--- config.mk ---
export PLATFORM = sky130hd
export DESIGN_NAME = i2c_master_byte_engine
export DESIGN_NICKNAME = d
export VERILOG_FILES = /design/src/hdl/ime_pkg.sv /design/src/hdl/ime_seq.sv /design/src/hdl/i2c_master_byte_engine.sv
export VERILOG_INCLUDE_DIRS = /design/src /design/src/hdl
export SDC_FILE = /design/constraint.sdc
export NUM_CORES = 1
export LEC_CHECK = 0
export ABC_AREA = 1
export BUFFER_PORTS_ARGS = -buffer_cell sky130_fd_sc_hd__buf_2
export CAP_MARGIN = 20
export CELL_PAD_IN_SITES_DETAIL_PLACEMENT = 1
export CELL_PAD_IN_SITES_GLOBAL_PLACEMENT = 1
export CORE_ASPECT_RATIO = 1.2
export CORE_UTILIZATION = 40
export CTS_CLUSTER_DIAMETER = 40
export CTS_CLUSTER_SIZE = 24
export DETAILED_ROUTE_END_ITERATION = 16
export GPL_TIMING_DRIVEN = 0
export PLACE_DENSITY = 0.9
export SLEW_MARGIN = 25
export SYNTH_ARGS = -nofsm -noshare
export SYNTH_HDL_FRONTEND = slang
export SYNTH_SLANG_ARGS = --single-unit
--- constraint.sdc ---
create_clock -name clk -period 2.7 [get_ports clk]
set_input_delay 0.405 -clock clk [delete_from_list [all_inputs] [get_ports clk]]
set_output_delay 0.405 -clock clk [all_outputs]
set_load 0.01 [all_outputs]
--- src/hdl/assert_macros.svh ---
// Assertion helpers for the I2C byte engine RTL.
// Clocked on clk, disabled while rst_n is low; no other dependencies.
`ifndef ASSERT_MACROS_SVH
`define ASSERT_MACROS_SVH

// Concurrent check sampled on the rising edge of clk, off during reset
`define ASSERT_CLK(label, prop, msg) \
    label: assert property (@(posedge clk) disable iff (!rst_n) (prop)) else $error(msg);

// Implication whose consequent is checked in the cycle after the antecedent
`define ASSERT_NEXT(label, ante, cons, msg) \
    label: assert property (@(posedge clk) disable iff (!rst_n) (ante) |=> (cons)) \
        else $error(msg);

`endif

--- src/hdl/ime_pkg.sv ---
// Shared types and constants for the I2C master byte engine.
// Used by ime_seq and i2c_master_byte_engine; no dependencies.
package ime_pkg;

    localparam int DELAY_W   = 16;
    localparam int TIMEOUT_W = 8;
    localparam int APB_AW    = 3;
    localparam int APB_DW    = 32;

    localparam logic [DELAY_W-1:0]   DELAY_RESET   = 16'd5;
    localparam logic [TIMEOUT_W-1:0] TIMEOUT_RESET = 8'd250;

    // register select, paddr[2]
    localparam logic REG_DELAY   = 1'b0;
    localparam logic REG_TIMEOUT = 1'b1;

    typedef enum logic [2:0] {
        CMD_NONE     = 3'd0,
        CMD_START    = 3'd1,
        CMD_STOP     = 3'd2,
        CMD_WRITE    = 3'd3,
        CMD_READ     = 3'd4,
        CMD_WAIT_ACK = 3'd5
    } cmd_t;

    typedef enum logic [3:0] {
        PH_IDLE, PH_S1, PH_S2, PH_P1, PH_P2, PH_W1, PH_W2, PH_W3,
        PH_R1, PH_R2, PH_R3, PH_A1, PH_A2, PH_K1, PH_K2, PH_K3
    } phase_t;

    typedef struct packed {
        logic       sda_level;
        logic       send_ack;
        logic [7:0] write_byte;
        logic [2:0] command;
    } item_t;

    typedef struct packed {
        logic       ack_failed;
        logic [7:0] read_byte;
        logic       done_res;
        logic       busy_res;
        logic       sda_release;
        logic       scl_release;
    } result_t;

endpackage

--- src/hdl/ime_seq.sv ---
// Bus sequencer state and per-tick next-state logic of the I2C byte engine.
// Depends on ime_pkg.
module ime_seq (
    input  logic                           clk,
    input  logic                           rst_n,
    input  logic                           step_en,
    input  ime_pkg::item_t                 item,
    input  logic [ime_pkg::DELAY_W-1:0]    delay_ticks,
    input  logic [ime_pkg::TIMEOUT_W-1:0]  ack_timeout,
    output ime_pkg::result_t               result
);
    import ime_pkg::*;

    phase_t               phase_reg, phase_next;
    logic [DELAY_W-1:0]   delay_reg, delay_next;
    logic [3:0]           bit_reg, bit_next;
    logic [7:0]           shift_reg, shift_next;
    logic [7:0]           poll_reg, poll_next;
    logic                 ack_reg, ack_next;
    logic                 scl_reg, scl_next;
    logic                 sda_reg, sda_next;
    logic                 fail_reg, fail_next;
    logic [7:0]           rx_reg, rx_next;
    logic                 done;

    logic [DELAY_W-1:0]   dly_load;
    logic [3:0]           bit_inc;
    logic [8:0]           poll_inc;
    logic                 poll_over;
    logic                 expired;

    // zero delay behaves as one tick per phase
    assign dly_load  = (delay_ticks == '0) ? DELAY_W'(1) : delay_ticks;
    assign bit_inc   = bit_reg + 4'd1;
    assign poll_inc  = {1'b0, poll_reg} + 9'd1;
    assign poll_over = poll_inc > {1'b0, ack_timeout};
    assign expired   = (phase_reg != PH_IDLE) && (phase_reg != PH_K3)
                       && (delay_reg <= DELAY_W'(1));

    always_comb
    begin
        phase_next = phase_reg;
        if (phase_reg == PH_IDLE)
        begin
            case (item.command)
                CMD_START:    phase_next = PH_S1;
                CMD_STOP:     phase_next = PH_P1;
                CMD_WRITE:    phase_next = PH_W1;
                CMD_READ:     phase_next = PH_R1;
                CMD_WAIT_ACK: phase_next = PH_K1;
                default:      phase_next = PH_IDLE;
            endcase
        end
        else if (phase_reg == PH_K3)
        begin
            if (!item.sda_level)
                phase_next = PH_IDLE;
            else if (poll_over)
                phase_next = PH_P1;
        end
        else if (expired)
        begin
            case (phase_reg)
                PH_S1:   phase_next = PH_S2;
                PH_P1:   phase_next = PH_P2;
                PH_W1:   phase_next = PH_W2;
                PH_W2:   phase_next = PH_W3;
                PH_W3:   phase_next = bit_inc[3] ? PH_IDLE : PH_W1;
                PH_R1:   phase_next = PH_R2;
                PH_R2:   phase_next = PH_R3;
                PH_R3:   phase_next = bit_inc[3] ? PH_A1 : PH_R1;
                PH_A1:   phase_next = PH_A2;
                PH_K1:   phase_next = PH_K2;
                PH_K2:   phase_next = PH_K3;
                default: phase_next = PH_IDLE;
            endcase
        end
    end

    always_comb
    begin
        delay_next = delay_reg;
        bit_next   = bit_reg;
        shift_next = shift_reg;
        poll_next  = poll_reg;
        ack_next   = ack_reg;
        scl_next   = scl_reg;
        sda_next   = sda_reg;
        fail_next  = fail_reg;
        rx_next    = rx_reg;
        done       = 1'b0;
        if (phase_reg == PH_IDLE)
        begin
            case (item.command)
                CMD_START:
                begin
                    scl_next = 1'b1;  sda_next = 1'b1;  delay_next = dly_load;
                end
                CMD_STOP:
                begin
                    scl_next = 1'b0;  sda_next = 1'b0;  delay_next = dly_load;
                end
                CMD_WRITE:
                begin
                    shift_next = item.write_byte;
                    bit_next   = '0;
                    sda_next   = item.write_byte[7];
                    delay_next = dly_load;
                end
                CMD_READ:
                begin
                    shift_next = '0;
                    bit_next   = '0;
                    ack_next   = item.send_ack;
                    scl_next   = 1'b0;  sda_next = 1'b1;  delay_next = dly_load;
                end
                CMD_WAIT_ACK:
                begin
                    fail_next  = 1'b0;
                    poll_next  = '0;
                    sda_next   = 1'b1;
                    delay_next = dly_load;
                end
                default: ;
            endcase
        end
        else if (phase_reg == PH_K3)
        begin
            if (!item.sda_level)
            begin
                scl_next   = 1'b0;
                delay_next = '0;
                done       = 1'b1;
            end
            else if (poll_over)
            begin
                // timed out: flag it and run a stop
                fail_next  = 1'b1;
                scl_next   = 1'b0;  sda_next = 1'b0;  delay_next = dly_load;
            end
            else
                poll_next = poll_inc[7:0];
        end
        else if (!expired)
            delay_next = delay_reg - DELAY_W'(1);
        else
        begin
            delay_next = dly_load;
            case (phase_reg)
                PH_S1: begin scl_next = 1'b1; sda_next = 1'b0; end
                PH_S2:
                begin
                    scl_next = 1'b0;  delay_next = '0;  done = 1'b1;
                end
                PH_P1: begin scl_next = 1'b1; sda_next = 1'b1; end
                PH_P2: begin delay_next = '0; done = 1'b1; end
                PH_W1: scl_next = 1'b1;
                PH_W2: scl_next = 1'b0;
                PH_W3:
                begin
                    shift_next = {shift_reg[6:0], 1'b0};
                    bit_next   = bit_inc;
                    if (bit_inc[3])
                    begin
                        delay_next = '0;
                        done       = 1'b1;
                    end
                    else
                        sda_next = shift_reg[6];
                end
                PH_R1: begin scl_next = 1'b1; sda_next = 1'b1; end
                PH_R2:
                begin
                    // sample at the end of SCL high
                    shift_next = {shift_reg[6:0], item.sda_level};
                    scl_next   = 1'b1;  sda_next = 1'b1;
                end
                PH_R3:
                begin
                    bit_next = bit_inc;
                    scl_next = 1'b0;
                    sda_next = bit_inc[3] ? !ack_reg : 1'b1;
                end
                PH_A1: scl_next = 1'b1;
                PH_A2:
                begin
                    scl_next   = 1'b0;
                    rx_next    = shift_reg;
                    delay_next = '0;
                    done       = 1'b1;
                end
                PH_K1: begin scl_next = 1'b1; sda_next = 1'b1; end
                PH_K2:
                begin
                    poll_next  = '0;
                    delay_next = '0;
                end
                default:
                begin
                    delay_next = '0;
                    done       = 1'b1;
                end
            endcase
        end
    end

    always_ff @(posedge clk or negedge rst_n)
    begin
        if (!rst_n)
        begin
            phase_reg <= PH_IDLE;
            delay_reg <= '0;
            bit_reg   <= '0;
            shift_reg <= '0;
            poll_reg  <= '0;
            ack_reg   <= 1'b0;
            scl_reg   <= 1'b1;
            sda_reg   <= 1'b1;
            fail_reg  <= 1'b0;
            rx_reg    <= '0;
        end
        else if (step_en)
        begin
            phase_reg <= phase_next;
            delay_reg <= delay_next;
            bit_reg   <= bit_next;
            shift_reg <= shift_next;
            poll_reg  <= poll_next;
            ack_reg   <= ack_next;
            scl_reg   <= scl_next;
            sda_reg   <= sda_next;
            fail_reg  <= fail_next;
            rx_reg    <= rx_next;
        end
    end

    always_comb
    begin
        result.scl_release = scl_next;
        result.sda_release = sda_next;
        result.busy_res    = (phase_next != PH_IDLE);
        result.done_res    = done;
        result.read_byte   = rx_next;
        result.ack_failed  = fail_next;
    end

endmodule

--- src/hdl/i2c_master_byte_engine.sv ---
// I2C master byte engine, top level: stream ports, APB registers, pipeline.
// Depends on ime_pkg, ime_seq and assert_macros.svh.
//
// Each transfer on the s_ side is one bus tick: a command (none, start, stop,
// write byte, read byte, wait ack) with its byte, the ACK choice and the
// sampled SDA level. Each tick gives exactly one transfer on the m_ side with
// the open-drain SCL/SDA releases, busy, a done pulse, the last read byte and
// the acknowledge-timeout flag, all as they stand after that tick.
// A tick enters an input register, is processed against the sequencer state
// once the result register is free or being drained, and lands in the result
// register that drives the m_ side. One tick per clock is sustained while
// m_tready is high; the sequencer state advances by one tick per cycle in
// which step_en is high, through a single pass of next-state logic.
// A stalled m_tready holds the result register and the input register takes
// one more tick before s_tready drops.
// Reset: delay_ticks 5, ack_timeout 250, sequencer idle, both lines released.
// Registers (APB, byte address): 0x0 delay_ticks, 0x4 ack_timeout; write them
// only while the sequencer is idle and the pipeline is empty.
module i2c_master_byte_engine (
    input  logic                         clk,
    input  logic                         rst_n,
    input  logic                         s_tvalid,
    output logic                         s_tready,
    // [2:0] command, [10:3] write_byte, [11] send_ack, [12] sda_level
    input  logic [15:0]                  s_tdata,
    output logic                         m_tvalid,
    input  logic                         m_tready,
    // [0] scl_release, [1] sda_release, [2] busy_res, [3] done_res,
    // [11:4] read_byte, [12] ack_failed
    output logic [15:0]                  m_tdata,
    input  logic                         psel,
    input  logic                         penable,
    input  logic                         pwrite,
    input  logic [ime_pkg::APB_AW-1:0]   paddr,
    input  logic [ime_pkg::APB_DW-1:0]   pwdata,
    output logic [ime_pkg::APB_DW-1:0]   prdata,
    output logic                         pready
);
    import ime_pkg::*;

    `include "assert_macros.svh"

    logic [DELAY_W-1:0]   delay_ticks_reg;
    logic [TIMEOUT_W-1:0] ack_timeout_reg;
    item_t                in_item_reg;
    logic                 in_valid_reg;
    result_t              out_res_reg;
    logic                 out_valid_reg;
    result_t              step_res;
    logic                 step_en;
    logic                 s_xfer;
    logic                 cfg_wr;

    assign pready = 1'b1;
    assign cfg_wr = psel && penable && pwrite && pready;

    always_ff @(posedge clk or negedge rst_n)
    begin
        if (!rst_n)
        begin
            delay_ticks_reg <= DELAY_RESET;
            ack_timeout_reg <= TIMEOUT_RESET;
        end
        else if (cfg_wr)
        begin
            case (paddr[2])
                REG_DELAY:   delay_ticks_reg <= pwdata[DELAY_W-1:0];
                REG_TIMEOUT: ack_timeout_reg <= pwdata[TIMEOUT_W-1:0];
                default: ;
            endcase
        end
    end

    always_comb
    begin
        case (paddr[2])
            REG_DELAY:   prdata = {{(APB_DW-DELAY_W){1'b0}}, delay_ticks_reg};
            REG_TIMEOUT: prdata = {{(APB_DW-TIMEOUT_W){1'b0}}, ack_timeout_reg};
            default:     prdata = '0;
        endcase
    end

    // a tick moves on when the result register is free or being drained
    assign step_en  = in_valid_reg && (!out_valid_reg || m_tready);
    assign s_tready = !in_valid_reg || step_en;
    assign s_xfer   = s_tvalid && s_tready;

    always_ff @(posedge clk or negedge rst_n)
    begin
        if (!rst_n)
            in_valid_reg <= 1'b0;
        else if (s_xfer)
            in_valid_reg <= 1'b1;
        else if (step_en)
            in_valid_reg <= 1'b0;
    end

    always_ff @(posedge clk)
    begin
        if (s_xfer)
            in_item_reg <= item_t'(s_tdata[$bits(item_t)-1:0]);
    end

    ime_seq u_seq (
        .clk         (clk),
        .rst_n       (rst_n),
        .step_en     (step_en),
        .item        (in_item_reg),
        .delay_ticks (delay_ticks_reg),
        .ack_timeout (ack_timeout_reg),
        .result      (step_res)
    );

    always_ff @(posedge clk or negedge rst_n)
    begin
        if (!rst_n)
            out_valid_reg <= 1'b0;
        else if (step_en)
            out_valid_reg <= 1'b1;
        else if (m_tready)
            out_valid_reg <= 1'b0;
    end

    always_ff @(posedge clk)
    begin
        if (step_en)
            out_res_reg <= step_res;
    end

    assign m_tvalid = out_valid_reg;
    assign m_tdata  = {{(16-$bits(result_t)){1'b0}}, out_res_reg};

    `ASSERT_CLK(a_done_not_busy, !(out_valid_reg && out_res_reg.done_res
        && out_res_reg.busy_res), "done pulse while still busy")
    `ASSERT_NEXT(a_in_hold, in_valid_reg && !step_en, in_valid_reg,
        "pending tick lost from input register")
    `ASSERT_CLK(a_no_overrun, !(in_valid_reg && !step_en && s_tready),
        "input register overrun")

endmodule

==> reports/qor.yml <==
outcome: "finished, violations left"
violations: "setup timing"
critical_path_arrival_ps: 3070
synth-seq-area-share_pct: 44.08
grt_usage_pct: 23.73
die-area_sq_mm: 0.01607
wl_mm: 18.88
ys.flop_type: "dfrtp_1"
grt_pass1_vias: 6126
drive_above_1_share_pct: 22.27
yosys-top-cells-area: "dfrtp_1, nand2_1, edfxtp_1, inv_1, nor2_1"
viasPerCell: 5.155
portBuffers: 67
cts_sinks: 104
power.total_w: 0.006775
synth_edf_count: 26
synth-async-reset-ratio_pct: 75.00
die_h_um: 138.7
rsz0062_at_grt: "yes"
gp_congestion: 0.8782
crit_path_max_incr_delay_ps: 390
n_antenna_cell: 0
finalWorstSetupSlack_ps: -105.0
crit_buf_inv: 4
yosysTopAreaCell: "dfrtp_1"
power_density_mw_per_mm2: 911.5
syn_area_sq_mm: 0.006227
die_w_um: 115.9
grt_pass1_wl_mm: 29.83
cap_violations: 0
skew_ps: 7.186
p_leak_nw: 3.858
htreeDepth: 3
vias: 5866
slew_violations: 0
hp-class: "in2async"
root_buffer: "clkbuf_16"
start_util_pct: 41.29
tightestPinTransition_ps: 659.5
criticalPathCategory: "reg2reg"
yosys_register_bits: 104
irDropWorstVdd_mv: 0.4458
min_period_ps: 2805
grt_max_degree: 43
start_kind: "flip-flop"
pre_cts_ws_ps: -137.3
max_slew_margin_pct: 56.03
antenna_found_initial: 0
tritoncts: "yes"
worstPathRequired_ps: 2960
ys_warn_count: 0
setup-tns-final_ps: -1167
fp.coreArea_sq_mm: 0.01508
post-route-util_pct: 49.28
first_pass_iters: 5
crit_slowest_cell: "dfrtp_1"
cp_max_fo: 5
drtAntennaViolNets: 0
fmax_mhz: 356.5
dpl.hpwl_mm: 13.07
hold_viol_final: 0
detail_route.iter0.violations: 328
layout.nets: 1000
clkTransAtPathRegs_ps: 80
avgSynthCellArea_sq_um: 7.576
pin_count: 109
worstPathCellList: "ha_2, nand2_2, nor2_4, nand3_2, xnor2_2, ha_1, nand2_2, inv_2, nand3_2, inv_1, nand3_1, nand2_2, nand2_4, nand2_4, nand2_4, buf_4, clkbuf_16, nand2_1, nand2_1"
synth_top_area_share_pct: 27.33
hold_buffers: 0
critPathCaptureType: "flip-flop"
grt_overflow: 0
crit_family: "simple AND/OR/NAND/NOR gates"
setup_viol: 17
syn_inst: 822
drcViolationCount: 0
fin_crit_sh_pct: 103.9
area_delta_synth_final_pct: 19.35
wl_per_cell_um: 16.59
cts_buffer_depth: 2
rows: 49
clk_latency_ps: 370
ys_types: 43
numCtsBuffers: 9
cell type report:
cell class,count,area (sq um)
Timing Repair Buffer,78,475.5
Sequential cell,104,2745
Tap cell,204,255.2
Fill cell,1937,7650
Multi-Input combinational cell,605,3024
Buffer,42,299.0
Clock inverter,7,71.32
Clock buffer,9,225.2
Inverter,89,336.6
per-stage QoR:
stage | std cells | cell area, sq um | hold WS (ps)
detailed placement | 1112 | 6917 | 420.0
global placement | 1111 | 6885 | 457.5
floorplan | 840 | 6295 | 109.4
CTS | 1130 | 7252 | 33.19
global route | 1138 | 7432 | 59.45
finish | 1138 | 7432 | 20.19
final timing paths:
check	from	endpoint	slack [ps]	cells after the start
hold / removal	rst_n	delay_ticks_reg[11]	20	1
max in group asynchronous	rst_n	u_seq.sda_reg	2000	2
setup / recovery	u_seq.poll_reg[1]	u_seq.delay_reg[4]	-100	19
setup reg to reg	u_seq.poll_reg[1]	u_seq.delay_reg[4]	-100	19
min in group clk	s_tdata[10]	in_item_reg[10]	210	1
hold reg to reg	u_seq.sda_reg	u_seq.sda_reg	480	2
synthesized netlist by cell type, types with 2 or more instances:
library cell and n:
nor4_1 4, ha_1 13, nor3_1 2, nor2_4 3
o31ai_1 2, dfstp_2 10, inv_1 76, o21ai_0 47
nand2_4 7, nand3_4 3, buf_4 23, o21ai_1 18
buf_6 3, a21o_1 2, nor2_8 2, clkbuf_1 9
nand3b_1 6, nand3_1 54, xnor2_1 4, nand2_2 7
dfrtp_1 68, buf_2 5, xor2_1 7, nor2_1 74
nor2_2 4, conb_1 2, nand4_1 13, inv_2 11
o21ai_2 5, nand2_1 281, edfxtp_1 26, a21oi_1 20
layer usage:
metal  wire length, um  GRT usage (%)  vias to the layer above  share of wire [%]
met1              7941          28.53                     2899                 42
met2              9900          41.70                      121                 52
li1                  -              -                     2804                  -
met3               481          3.234                       42                2.5
met5                 0              0                        -                  0
met4               559          10.26                        0                3.0
cell families after synthesis:
group / synth area share [%]
muxes: 0.1808
adders and majority gates: 2.612
DFF: 44.08
and+or+nand+nor: 32.99
other: 0.1206
AOI/OAI and AO/OA: 8.499
buffers and inverters: 9.966
xor gates and xnor gates: 1.547
what timing repair did:
action	in CTS	in global routing
setup endpoints to repair	15	29
buffers inserted	2	6
pin swaps	0	14
resized for setup	6	25
gates cloned	0	2
layout by cell type (no fill, tap or decap), types with 10 or more instances in the layout:
cell         n
nand2_1    268
inv_1       75
nor2_1      71
buf_2       70
dfrtp_1     68
nand3_1     52
o21ai_0     47
buf_4       32
edfxtp_1    26
nand2_2     20
conb_1      20
a21oi_1     19
o21ai_1     15
nand4_1     13
inv_2       12
ha_1        11
clkbuf_16   11
dfstp_2     10
report_power, final:
part           internal (W)  switching (W)
registers           0.00200       0.000335
logic               0.00105        0.00206
clock network      0.000654       0.000678
(Power assumes the default switching activity.)
